`src/hw/rtl/tstp_pkg.sv`:
```
// Types and character constants for the timestamp text parser.
package tstp_pkg;

   typedef logic [7:0]  byte_type;
   typedef logic [15:0] year_type;
   typedef logic [7:0]  narrow_type;

   localparam byte_type CHAR_ZERO = 8'h30;
   localparam byte_type CHAR_NINE = 8'h39;

   localparam logic [15:0] ACC_MAX    = 16'hFFFF;
   localparam narrow_type  NARROW_MAX = 8'hFF;

   typedef enum logic [2:0] {
      PH_WAIT   = 3'b001,
      PH_FIELDS = 3'b010,
      PH_TAIL   = 3'b100
   } phase_type;

   localparam logic [2:0] FLD_YEAR   = 3'd0;
   localparam logic [2:0] FLD_MONTH  = 3'd1;
   localparam logic [2:0] FLD_DAY    = 3'd2;
   localparam logic [2:0] FLD_HOUR   = 3'd3;
   localparam logic [2:0] FLD_MINUTE = 3'd4;

   function automatic narrow_type sat8(input logic [15:0] v);
      return (v > {8'h00, NARROW_MAX}) ? NARROW_MAX : v[7:0];
   endfunction

endpackage

```
`src/hw/rtl/timestamp_text_parser_unit.sv`:
```
// Timestamp text parser: quoted yyyy-mm-ddThh:mm:ssZ text in, one byte word at a time.
//
// Request channel: req_in_byte carries the next character; req_first set marks the
// opening quote of a new string and abandons any parse in progress. Any byte seen
// while idle is taken as the opening quote. Six decimal fields follow, each ended
// by any non-digit; after the seconds field the terminator and one more byte are
// skipped, and on that byte one response word carries all six fields.
// A field with no digit gives a response with rsp_parse_ok low and all fields zero.
// The year saturates at 65535, the other fields at 255.
//
// One word is taken every cycle while req_stall is low. A byte is held in an input
// register, then the parse step (compare, multiply by ten, add) runs from it into the
// response register, which takes the response that the byte causes.
// A stalled response holds; the input register still drains unless it has a
// response of its own to load, so req_stall rises only behind a stalled response.
// Reset returns the parser to idle and drops any word held inside.
module timestamp_text_parser_unit (
   input  logic                 clock,
   input  logic                 reset,
   input  logic                 req_valid,
   output logic                 req_stall,
   input  tstp_pkg::byte_type   req_in_byte,
   input  logic                 req_first,
   output logic                 rsp_valid,
   input  logic                 rsp_stall,
   output logic                 rsp_parse_ok,
   output tstp_pkg::year_type   rsp_year,
   output tstp_pkg::narrow_type rsp_month,
   output tstp_pkg::narrow_type rsp_day,
   output tstp_pkg::narrow_type rsp_hour,
   output tstp_pkg::narrow_type rsp_minute,
   output tstp_pkg::narrow_type rsp_second
);
   import tstp_pkg::*;

   logic       in_valid_ff;
   byte_type   in_byte_ff;
   logic       in_first_ff;

   phase_type   phase_ff, phase_in;
   logic [2:0]  field_ff, field_in;
   logic [15:0] acc_ff, acc_in;
   logic        seen_ff, seen_in;
   year_type    year_ff, year_in;
   narrow_type  month_ff, month_in;
   narrow_type  day_ff, day_in;
   narrow_type  hour_ff, hour_in;
   narrow_type  minute_ff, minute_in;

   logic        rsp_valid_ff;
   logic        rsp_ok_ff, rsp_ok_in;
   year_type    rsp_year_ff, rsp_year_in;
   narrow_type  rsp_month_ff, rsp_month_in;
   narrow_type  rsp_day_ff, rsp_day_in;
   narrow_type  rsp_hour_ff, rsp_hour_in;
   narrow_type  rsp_minute_ff, rsp_minute_in;
   narrow_type  rsp_second_ff, rsp_second_in;

   logic        advance;
   logic        emit;
   logic        is_digit;
   logic [19:0] acc_next;

   assign advance   = in_valid_ff && (!emit || !rsp_valid_ff || !rsp_stall);
   assign req_stall = in_valid_ff && !advance;

   assign is_digit = (in_byte_ff >= CHAR_ZERO) && (in_byte_ff <= CHAR_NINE);
   assign acc_next = {1'b0, acc_ff, 3'b000} + {3'b000, acc_ff, 1'b0}
                   + {16'h0000, in_byte_ff[3:0]};

   always_comb begin
      phase_in      = phase_ff;
      field_in      = field_ff;
      acc_in        = acc_ff;
      seen_in       = seen_ff;
      year_in       = year_ff;
      month_in      = month_ff;
      day_in        = day_ff;
      hour_in       = hour_ff;
      minute_in     = minute_ff;
      emit          = 1'b0;
      rsp_ok_in     = 1'b0;
      rsp_year_in   = '0;
      rsp_month_in  = '0;
      rsp_day_in    = '0;
      rsp_hour_in   = '0;
      rsp_minute_in = '0;
      rsp_second_in = '0;
      if (in_first_ff || (phase_ff != PH_FIELDS && phase_ff != PH_TAIL)) begin
         phase_in = PH_FIELDS;
         field_in = FLD_YEAR;
         acc_in   = '0;
         seen_in  = 1'b0;
      end else if (phase_ff == PH_TAIL) begin
         emit          = 1'b1;
         rsp_ok_in     = 1'b1;
         rsp_year_in   = year_ff;
         rsp_month_in  = month_ff;
         rsp_day_in    = day_ff;
         rsp_hour_in   = hour_ff;
         rsp_minute_in = minute_ff;
         rsp_second_in = sat8(acc_ff);
         phase_in      = PH_WAIT;
      end else if (is_digit) begin
         acc_in  = (acc_next > {4'h0, ACC_MAX}) ? ACC_MAX : acc_next[15:0];
         seen_in = 1'b1;
      end else if (!seen_ff) begin
         emit     = 1'b1;
         phase_in = PH_WAIT;
         field_in = FLD_YEAR;
         acc_in   = '0;
      end else begin
         seen_in  = 1'b0;
         field_in = field_ff + 3'd1;
         acc_in   = '0;
         unique case (field_ff)
            FLD_YEAR:   year_in   = acc_ff;
            FLD_MONTH:  month_in  = sat8(acc_ff);
            FLD_DAY:    day_in    = sat8(acc_ff);
            FLD_HOUR:   hour_in   = sat8(acc_ff);
            FLD_MINUTE: minute_in = sat8(acc_ff);
            default: begin
               // seconds done: keep them in the accumulator for the tail byte
               phase_in = PH_TAIL;
               field_in = field_ff;
               acc_in   = acc_ff;
            end
         endcase
      end
   end

   always_ff @(posedge clock) begin
      if (reset) begin
         in_valid_ff <= 1'b0;
      end else if (!req_stall) begin
         in_valid_ff <= req_valid;
      end
   end

   always_ff @(posedge clock) begin
      if (req_valid && !req_stall) begin
         in_byte_ff  <= req_in_byte;
         in_first_ff <= req_first;
      end
   end

   always_ff @(posedge clock) begin
      if (reset) begin
         phase_ff  <= PH_WAIT;
         field_ff  <= FLD_YEAR;
         acc_ff    <= '0;
         seen_ff   <= 1'b0;
         year_ff   <= '0;
         month_ff  <= '0;
         day_ff    <= '0;
         hour_ff   <= '0;
         minute_ff <= '0;
      end else if (advance) begin
         phase_ff  <= phase_in;
         field_ff  <= field_in;
         acc_ff    <= acc_in;
         seen_ff   <= seen_in;
         year_ff   <= year_in;
         month_ff  <= month_in;
         day_ff    <= day_in;
         hour_ff   <= hour_in;
         minute_ff <= minute_in;
      end
   end

   always_ff @(posedge clock) begin
      if (reset) begin
         rsp_valid_ff <= 1'b0;
      end else if (advance && emit) begin
         rsp_valid_ff <= 1'b1;
      end else if (!rsp_stall) begin
         rsp_valid_ff <= 1'b0;
      end
   end

   always_ff @(posedge clock) begin
      if (advance && emit) begin
         rsp_ok_ff     <= rsp_ok_in;
         rsp_year_ff   <= rsp_year_in;
         rsp_month_ff  <= rsp_month_in;
         rsp_day_ff    <= rsp_day_in;
         rsp_hour_ff   <= rsp_hour_in;
         rsp_minute_ff <= rsp_minute_in;
         rsp_second_ff <= rsp_second_in;
      end
   end

   assign rsp_valid    = rsp_valid_ff;
   assign rsp_parse_ok = rsp_ok_ff;
   assign rsp_year     = rsp_year_ff;
   assign rsp_month    = rsp_month_ff;
   assign rsp_day      = rsp_day_ff;
   assign rsp_hour     = rsp_hour_ff;
   assign rsp_minute   = rsp_minute_ff;
   assign rsp_second   = rsp_second_ff;

endmodule

```
`config.mk`:
```
export PLATFORM = sky130hd
export DESIGN_NAME = timestamp_text_parser_unit
export DESIGN_NICKNAME = d
export VERILOG_FILES = /design/src/hw/rtl/tstp_pkg.sv /design/src/hw/rtl/timestamp_text_parser_unit.sv
export SDC_FILE = /design/constraint.sdc
export NUM_CORES = 1
export LEC_CHECK = 0
export BUFFER_PORTS_ARGS = -buffer_cell sky130_fd_sc_hd__buf_2
export CAP_MARGIN = 15
export CELL_PAD_IN_SITES_DETAIL_PLACEMENT = 2
export CELL_PAD_IN_SITES_GLOBAL_PLACEMENT = 2
export CORE_ASPECT_RATIO = 1.25
export CORE_MARGIN = 10
export CORE_UTILIZATION = 41
export CTS_CLUSTER_SIZE = 10
export DETAILED_ROUTE_END_ITERATION = 6
export GPL_TIMING_DRIVEN = 0
export MAX_ROUTING_LAYER = met4
export PLACE_DENSITY = 0.9
export SLEW_MARGIN = 20
export SYNTH_ARGS = -nofsm -noshare
export SYNTH_HDL_FRONTEND = slang
export SYNTH_SLANG_ARGS = --single-unit
```
`constraint.sdc`:
```
create_clock -name clock -period 7.5 [get_ports clock]
set_clock_uncertainty 0.15 [all_clocks]
set_input_delay 0.75 -clock clock [delete_from_list [all_inputs] [get_ports clock]]
set_output_delay 0.75 -clock clock [all_outputs]
set_load 0.02 [all_outputs]
```
==> qor.csv, run 1 <==
stage,metric,value,unit
hold_path,hp-class,in -> reg,
sta,worstMarginPinSlew,0.869,ns
die,dieArea,21300,um2
run_status,outcome,"complete, no violations",
worst_setup_path,crit_family,adder cells,
synth,yosys.area_share.simple,0.182,
power,ir_worst_vdd,0.152,mV
worst_setup_path,start_kind,flip-flop,
synth,avgSynthCellArea,10.7,um2
power,power_density,215,nW/um2
synth,yosys.area.top_type,edfxtp_1,
final_layout,area_delta_synth_final,19.0,%
final_layout,fin_nets,748,
sta,rsz0062_at_grt,no,
die,dieWidth,133,um
synth,synth_top_area_share,0.305,
synth,synth.area.mux_share,0.0324,
worst_setup_path,crit_chain,"fa_1, fa_1, a21oi_1, nand4b_4, a211o_1, a21oi_2, mux2i_1, nor3b_4, buf_8, a221oi_2",
worst_setup_path,cp_num_buf_inv,1,
synth,synth_xor_area_frac,0.0162,
place,placed_area,7170,um2
sta,finalWorstPathRequiredPeriod,3.59,ns
worst_setup_path,critPathArrivalTime,3.72,ns
final_layout,antenna_cells,0,
worst_setup_path,critPathMaxStageDelay,0.61,ns
sta,setup_ws,3.91,ns
worst_setup_path,critPathRequiredTime,7.63,ns
clock_network,htree_levels,4,
routing,postRouteAntennaNets,0,
worst_setup_path,crit_top_cell,fa_1,
clock_network,cts_made_buffers,17,
sta,fmax,0.279,GHz
routing,drt-vias-per-instance,5.74,
synth,synth-edff-count,66,
clock_network,postCtsHoldBufs,0,
routing,detail_route.wl_per_cell,27.9,um
global_route,overflow,0,
synth,ys_top_cells_by_count,"dfxtp_1, nor2_1, edfxtp_1",
routing,first_iter_violations,256,
sta,totalNegativeSetupSlack,0,ns
sta,hold_viol_final,0,
synth,synth.area.top_cells,"edfxtp_1, dfxtp_1, ha_1",
clock_network,post_cts_buffers,0,
global_route,grt_first_pass_wirelength,39500,um
place,io_buffers,70,
worst_setup_path,cp_slowest_cell,dfxtp_1,
clock_network,cts_buffer_depth,2,
synth,syn_nets,657,
place,gp_congestion,0.898,
worst_setup_path,cp-end-kind,flip-flop,
sta,timing.final.crit_share,0.479,
clock_network,insertion_delay,0.44,ns
synth,synth_top_family_by_area,simple AND/OR/NAND/NOR gates,
synth,synth.most_common_cell,dfxtp_1,
routing,num_vias,5291,
power,power_leakage,2.95,nW
clock_network,post_cts_resize_count,0,
clock_network,cts_tree,done,
global_route,antenna_found_initial,0,
synth,ys_seq_area_frac,0.530,
place,place_hpwl,15600,um
synth,synth_flop_cell,dfxtp_1,
synth,async_reset_ff_frac,0,
routing,drc_errors,0,
die,initial_core_util,0.417,
run,cap_violations,0,
final_layout,drive_gt1_frac,0.200,
clock_network,path_clk_slew,0.07,ns
place,dp_slack,3.98,ns
synth,synth.cell_area,6490,um2
sta,finalSetupViolations,0,
synth,ys_ff_latch,139,
global_route,grt_pass1_vias,6175,
synth,syn_inst,606,
synth,yosys_warnings,0,
final_layout,fin_area,7730,um2
clock_network,cts_num_sinks,139,
die,die_h,161,um
routing,wl,25800,um
die,fp.coreArea,15600,um2
die,rows,51,
worst_setup_path,worstPathMaxFanout,10,
clock_network,ctsRootBufferMaster,clkbuf_16,
sta,drv_slew,0,
global_route,grt_use_total,0.249,
worst_setup_path,path_class,reg -> reg,
routing,detail_route.first_pass.iterations,4,
global_route,grt_max_degree,27,
synth,synth_compound_area_frac,0.134,
sta,max_slew_margin,0.421,
synth,synth_adder_area_share,0.0756,
synth,synth_cell_type_count,57,
die,io_pins,72,
==> area by class of cell <==
cell class / count / area [um2]
fillers: 1586 / 7840
flip-flops and latches: 139 / 3440
multi-input cells: 424 / 2870
clock buffers: 17 / 425
repair buffers: 72 / 405
well taps: 212 / 265
plain buffers: 34 / 154
clock inverters: 15 / 129
inverters: 9 / 33.8
==> cell families after synthesis <==
logic type,Yosys count
adders and majority gates,38
buffers and inverters,43
and+or+nand+nor,235
muxes,21
xor gates and xnor gates,12
DFF,139
AOI/OAI and AO/OA,118
==> power by group <==
group | internal [W] | switching [W] | leakage, nW
Combinational | 0.00000902 | 0.0000241 | 1.58
Clock | 0.000436 | 0.000391 | 0.272
Sequential | 0.000795 | 0.00000442 | 1.10
Total | 0.00124 | 0.000420 | 2.95
==> per-layer routing <==
layer  global-route usage  up-vias  wire (um)
met2                0.450      155      13900
met1                0.252     2715       9850
met4                0.117        0        958
met5                    -        -          0
met3               0.0515       60       1070
li1                     -     2361          -
==> metrics by stage <==
| stage | hold WS, ns | power (W) | std cells | utilization |
|---|---|---|---|---|
| floorplan | 0.282 | 0.000832 | 606 | - |
| CTS | 0.320 | 0.00166 | 922 | 0.496 |
| detailed placement | 0.306 | 0.000847 | 890 | 0.461 |
| finish | 0.328 | 0.00166 | 922 | 0.496 |
| global placement | 0.289 | 0.000843 | 888 | 0.456 |
| global route | 0.321 | 0.00170 | 922 | 0.496 |
==> cell usage in the layout, fill, tap and decap left out, types with 21 or more instances in the layout <==
cell type / count
mux2i_1: 21
nor2_1: 67
edfxtp_1: 66
and2_1: 52
buf_2: 76
ha_1: 36
a21oi_1: 41
dfxtp_1: 73
nand2_1: 54
clkbuf_1: 24
==> path summary, 6_finish.rpt <==
path,start,endpoint,slack [ns],cells after the start
hold reg to reg,year_ff[3],year_ff[3],0.34,2
setup / recovery,acc_ff[2],acc_ff[3],3.91,10
hold / removal,req_in_byte[3],in_byte_ff[3],0.33,1
setup reg to reg,acc_ff[2],acc_ff[3],3.91,10
(Power assumes the default switching activity.)
==> run 2: changes to the inputs <==
- CORE_UTILIZATION: 41 -> 35
- PLACE_DENSITY: 0.9 -> 0.82
- clock period: 7.5 -> 3.3 ns (I/O delays scaled with it)
==> run 2 against run 1 <==
  * Cell count grew 2.9%
  * Sequential power up 130%
  * Worst setup slack got worse by 3.8 ns
  * Critical endpoint is now acc_ff[1]
==> qor.csv, run 2 (synthesized netlist as in run 1, its figures left out) <==
stage,metric,value,unit,change
run_status,outcome,"complete, no violations",,
routing,num_vias,5048,,-4.6%
routing,detail_route.first_pass.iterations,4,,unchanged
sta,fmax,0.311,GHz,+12%
sta,finalWorstPathRequiredPeriod,3.21,ns,-0.377 ns
routing,first_iter_violations,290,,+13%
sta,rsz0062_at_grt,yes,,
clock_network,cts_buffer_depth,2,,unchanged
clock_network,insertion_delay,0.44,ns,about the same
clock_network,path_clk_slew,0.06,ns,about the same
sta,totalNegativeSetupSlack,0,ns,unchanged
final_layout,drive_gt1_frac,0.218,,+0.0181
sta,timing.final.crit_share,0.973,,+0.495
sta,hold_viol_final,0,,unchanged
routing,drt-vias-per-instance,5.32,,-7.3%
power,p_clk_frac,0.511,,+0.013
sta,max_slew_margin,0.441,,+0.0203
routing,postRouteAntennaNets,0,,unchanged
sta,worstMarginPinSlew,0.839,ns,-0.0304 ns
final_layout,final_cell_mix,"buf_2, nor2_1, dfxtp_1",,
place,gp_congestion,0.819,,-8.8%
worst_setup_path,worstPathMaxFanout,10,,unchanged
clock_network,cts_num_sinks,139,,unchanged
sta,drv_slew,0,,unchanged
final_layout,fin_cells,949,,+2.9%
final_layout,fin_nets,758,,+1.3%
run,cap_violations,0,,unchanged
global_route,grt_first_pass_wirelength,33800,um,-14%
die,dieArea,24400,um2,+15%
clock_network,htree_levels,4,,unchanged
die,initial_core_util,0.357,,-0.0596
die,io_pins,72,,unchanged
clock_network,cts_made_buffers,17,,unchanged
place,io_buffers,70,,unchanged
final_layout,area_delta_synth_final,22.8,%,
global_route,grt_pass1_vias,5780,,-6.4%
final_layout,multi_input_area,2930,um2,+2.1%
hold_path,hp-class,in -> reg,,
power,comb_power_share,0.021,,about the same
final_layout,final_common_cell,buf_2,,
power,power_leakage,3.03,nW,+2.6%
final_layout,final-seq-area,3460,um2,+0.36%
place,dp.cells,906,,+1.8%
place,place_hpwl,15000,um,-4.4%
global_route,overflow,0,,unchanged
worst_setup_path,critPathArrivalTime,3.39,ns,-0.33 ns
die,rows,55,,+7.8%
routing,wl,21400,um,-17%
power,pwr-share-seq,0.468,,-0.014
sta,finalSetupViolations,0,,unchanged
sta,hold_ws,0.0346,ns,-0.293 ns
worst_setup_path,regToRegStartpoint,acc_ff[2],,
worst_setup_path,worst-r2r-setup-slack,0.09,ns,-3.82 ns
worst_setup_path,critPathRequiredTime,3.47,ns,-4.16 ns
die,die_h,172,um,+7.2%
routing,detail_route.wl_per_cell,22.5,um,-19%
worst_setup_path,start_kind,flip-flop,,
worst_setup_path,path_class,reg -> reg,,
global_route,grt_use_total,0.183,,-0.0661
die,fp.coreArea,18200,um2,+17%
die,dieWidth,142,um,+7.0%
hold_path,min-delay-start,req_valid,,
global_route,grt_max_degree,27,,unchanged
power,switching_share,0.219,,-0.0339
routing,drc_errors,0,,unchanged
power,power.internal,0.00303,W,+140%
power,ir_worst_vdd,0.377,mV,+150%
clock_network,cts_tree,done,,
worst_setup_path,cp-end-kind,flip-flop,,
worst_setup_path,cp-startpoint,acc_ff[2],,
power,power_density,487,nW/um2,+130%
final_layout,nFillCells,1873,,+18%
clock_network,ctsRootBufferMaster,clkbuf_16,,
power,p_sw,0.000849,W,+100%
global_route,antenna_found_initial,1,,+1
run 2: cell count changes in the layout (fill, tap and decap cells not counted), moves of 3 or more:
cell	previous run	this run
inv_6	7	3
clkinv_4	1	4
inv_8	3	0
bufinv_16	0	3
dlygate4sd3_1	0	9
dfxtp_1	73	67
dfxtp_2	0	4
run 2: stage by stage:
stage / cell area [um2] / worst slack [ns] / power [W] / util
after floorplan: 6500 / 0.315 / 0.00189 / -
after global placement: 7140 / -0.200 / 0.00192 / 0.393
after detailed placement: 7190 / -0.271 / 0.00192 / 0.396
after CTS: 7930 / 0.0220 / 0.00389 / 0.436
after global routing: 7970 / -0.00526 / 0.00398 / 0.439
final: 7970 / 0.0883 / 0.00388 / 0.439
run 2: path summary, 6_finish.rpt:
path | end | cells after the start
max reg2reg | acc_ff[1] | 10
min | in_valid_ff | 2
max | acc_ff[1] | 10
min reg2reg | year_ff[8] | 2
run 2: final cells by class:
type	count	share of cell area
Antenna cell	1	0.000314
Buffer	33	0.0188
Clock buffer	19	0.0543
Clock inverter	13	0.0210
Inverter	9	0.00424
Multi-Input combinational cell	424	0.368
Sequential cell	139	0.434
Tap cell	228	0.0358
Timing Repair Buffer	83	0.0641
run 2: metal layers:
metal / track usage / wire length, um
met4: 0.0681 / 449
met3: 0.0434 / 810
met1: 0.183 / 8250
met2: 0.337 / 11900
met5: - / 0
run 2: critical path, stage by stage, from the launching register on:
cell and delay (ns):
dfxtp_4 0.39, fa_2 0.61, fa_2 0.24, a21oi_2 0.07, nand4b_4 0.19, a211o_4 0.38, a21oi_4 0.16, mux2i_2 0.33
nor3b_4 0.11, buf_8 0.17, a221oi_2 0.28
run 2: power groups by stage:
stage | logic [W] | registers (W) | clock network [W]
global placement | 0.0000657 | 0.00185 | 0
floorplan | 0.0000369 | 0.00185 | 0
finish | 0.0000805 | 0.00181 | 0.00198
global route | 0.0000894 | 0.00182 | 0.00208
CTS | 0.0000797 | 0.00181 | 0.00199
detailed placement | 0.0000698 | 0.00185 | 0
run 2: timing repair:
action	4_1_cts	5_1_grt
endpoints found under the hold margin	9	0
pin swaps	2	3
setup endpoints to repair	16	16
hold buffers	9	0
resized for setup	9	10
setup buffers	2	0
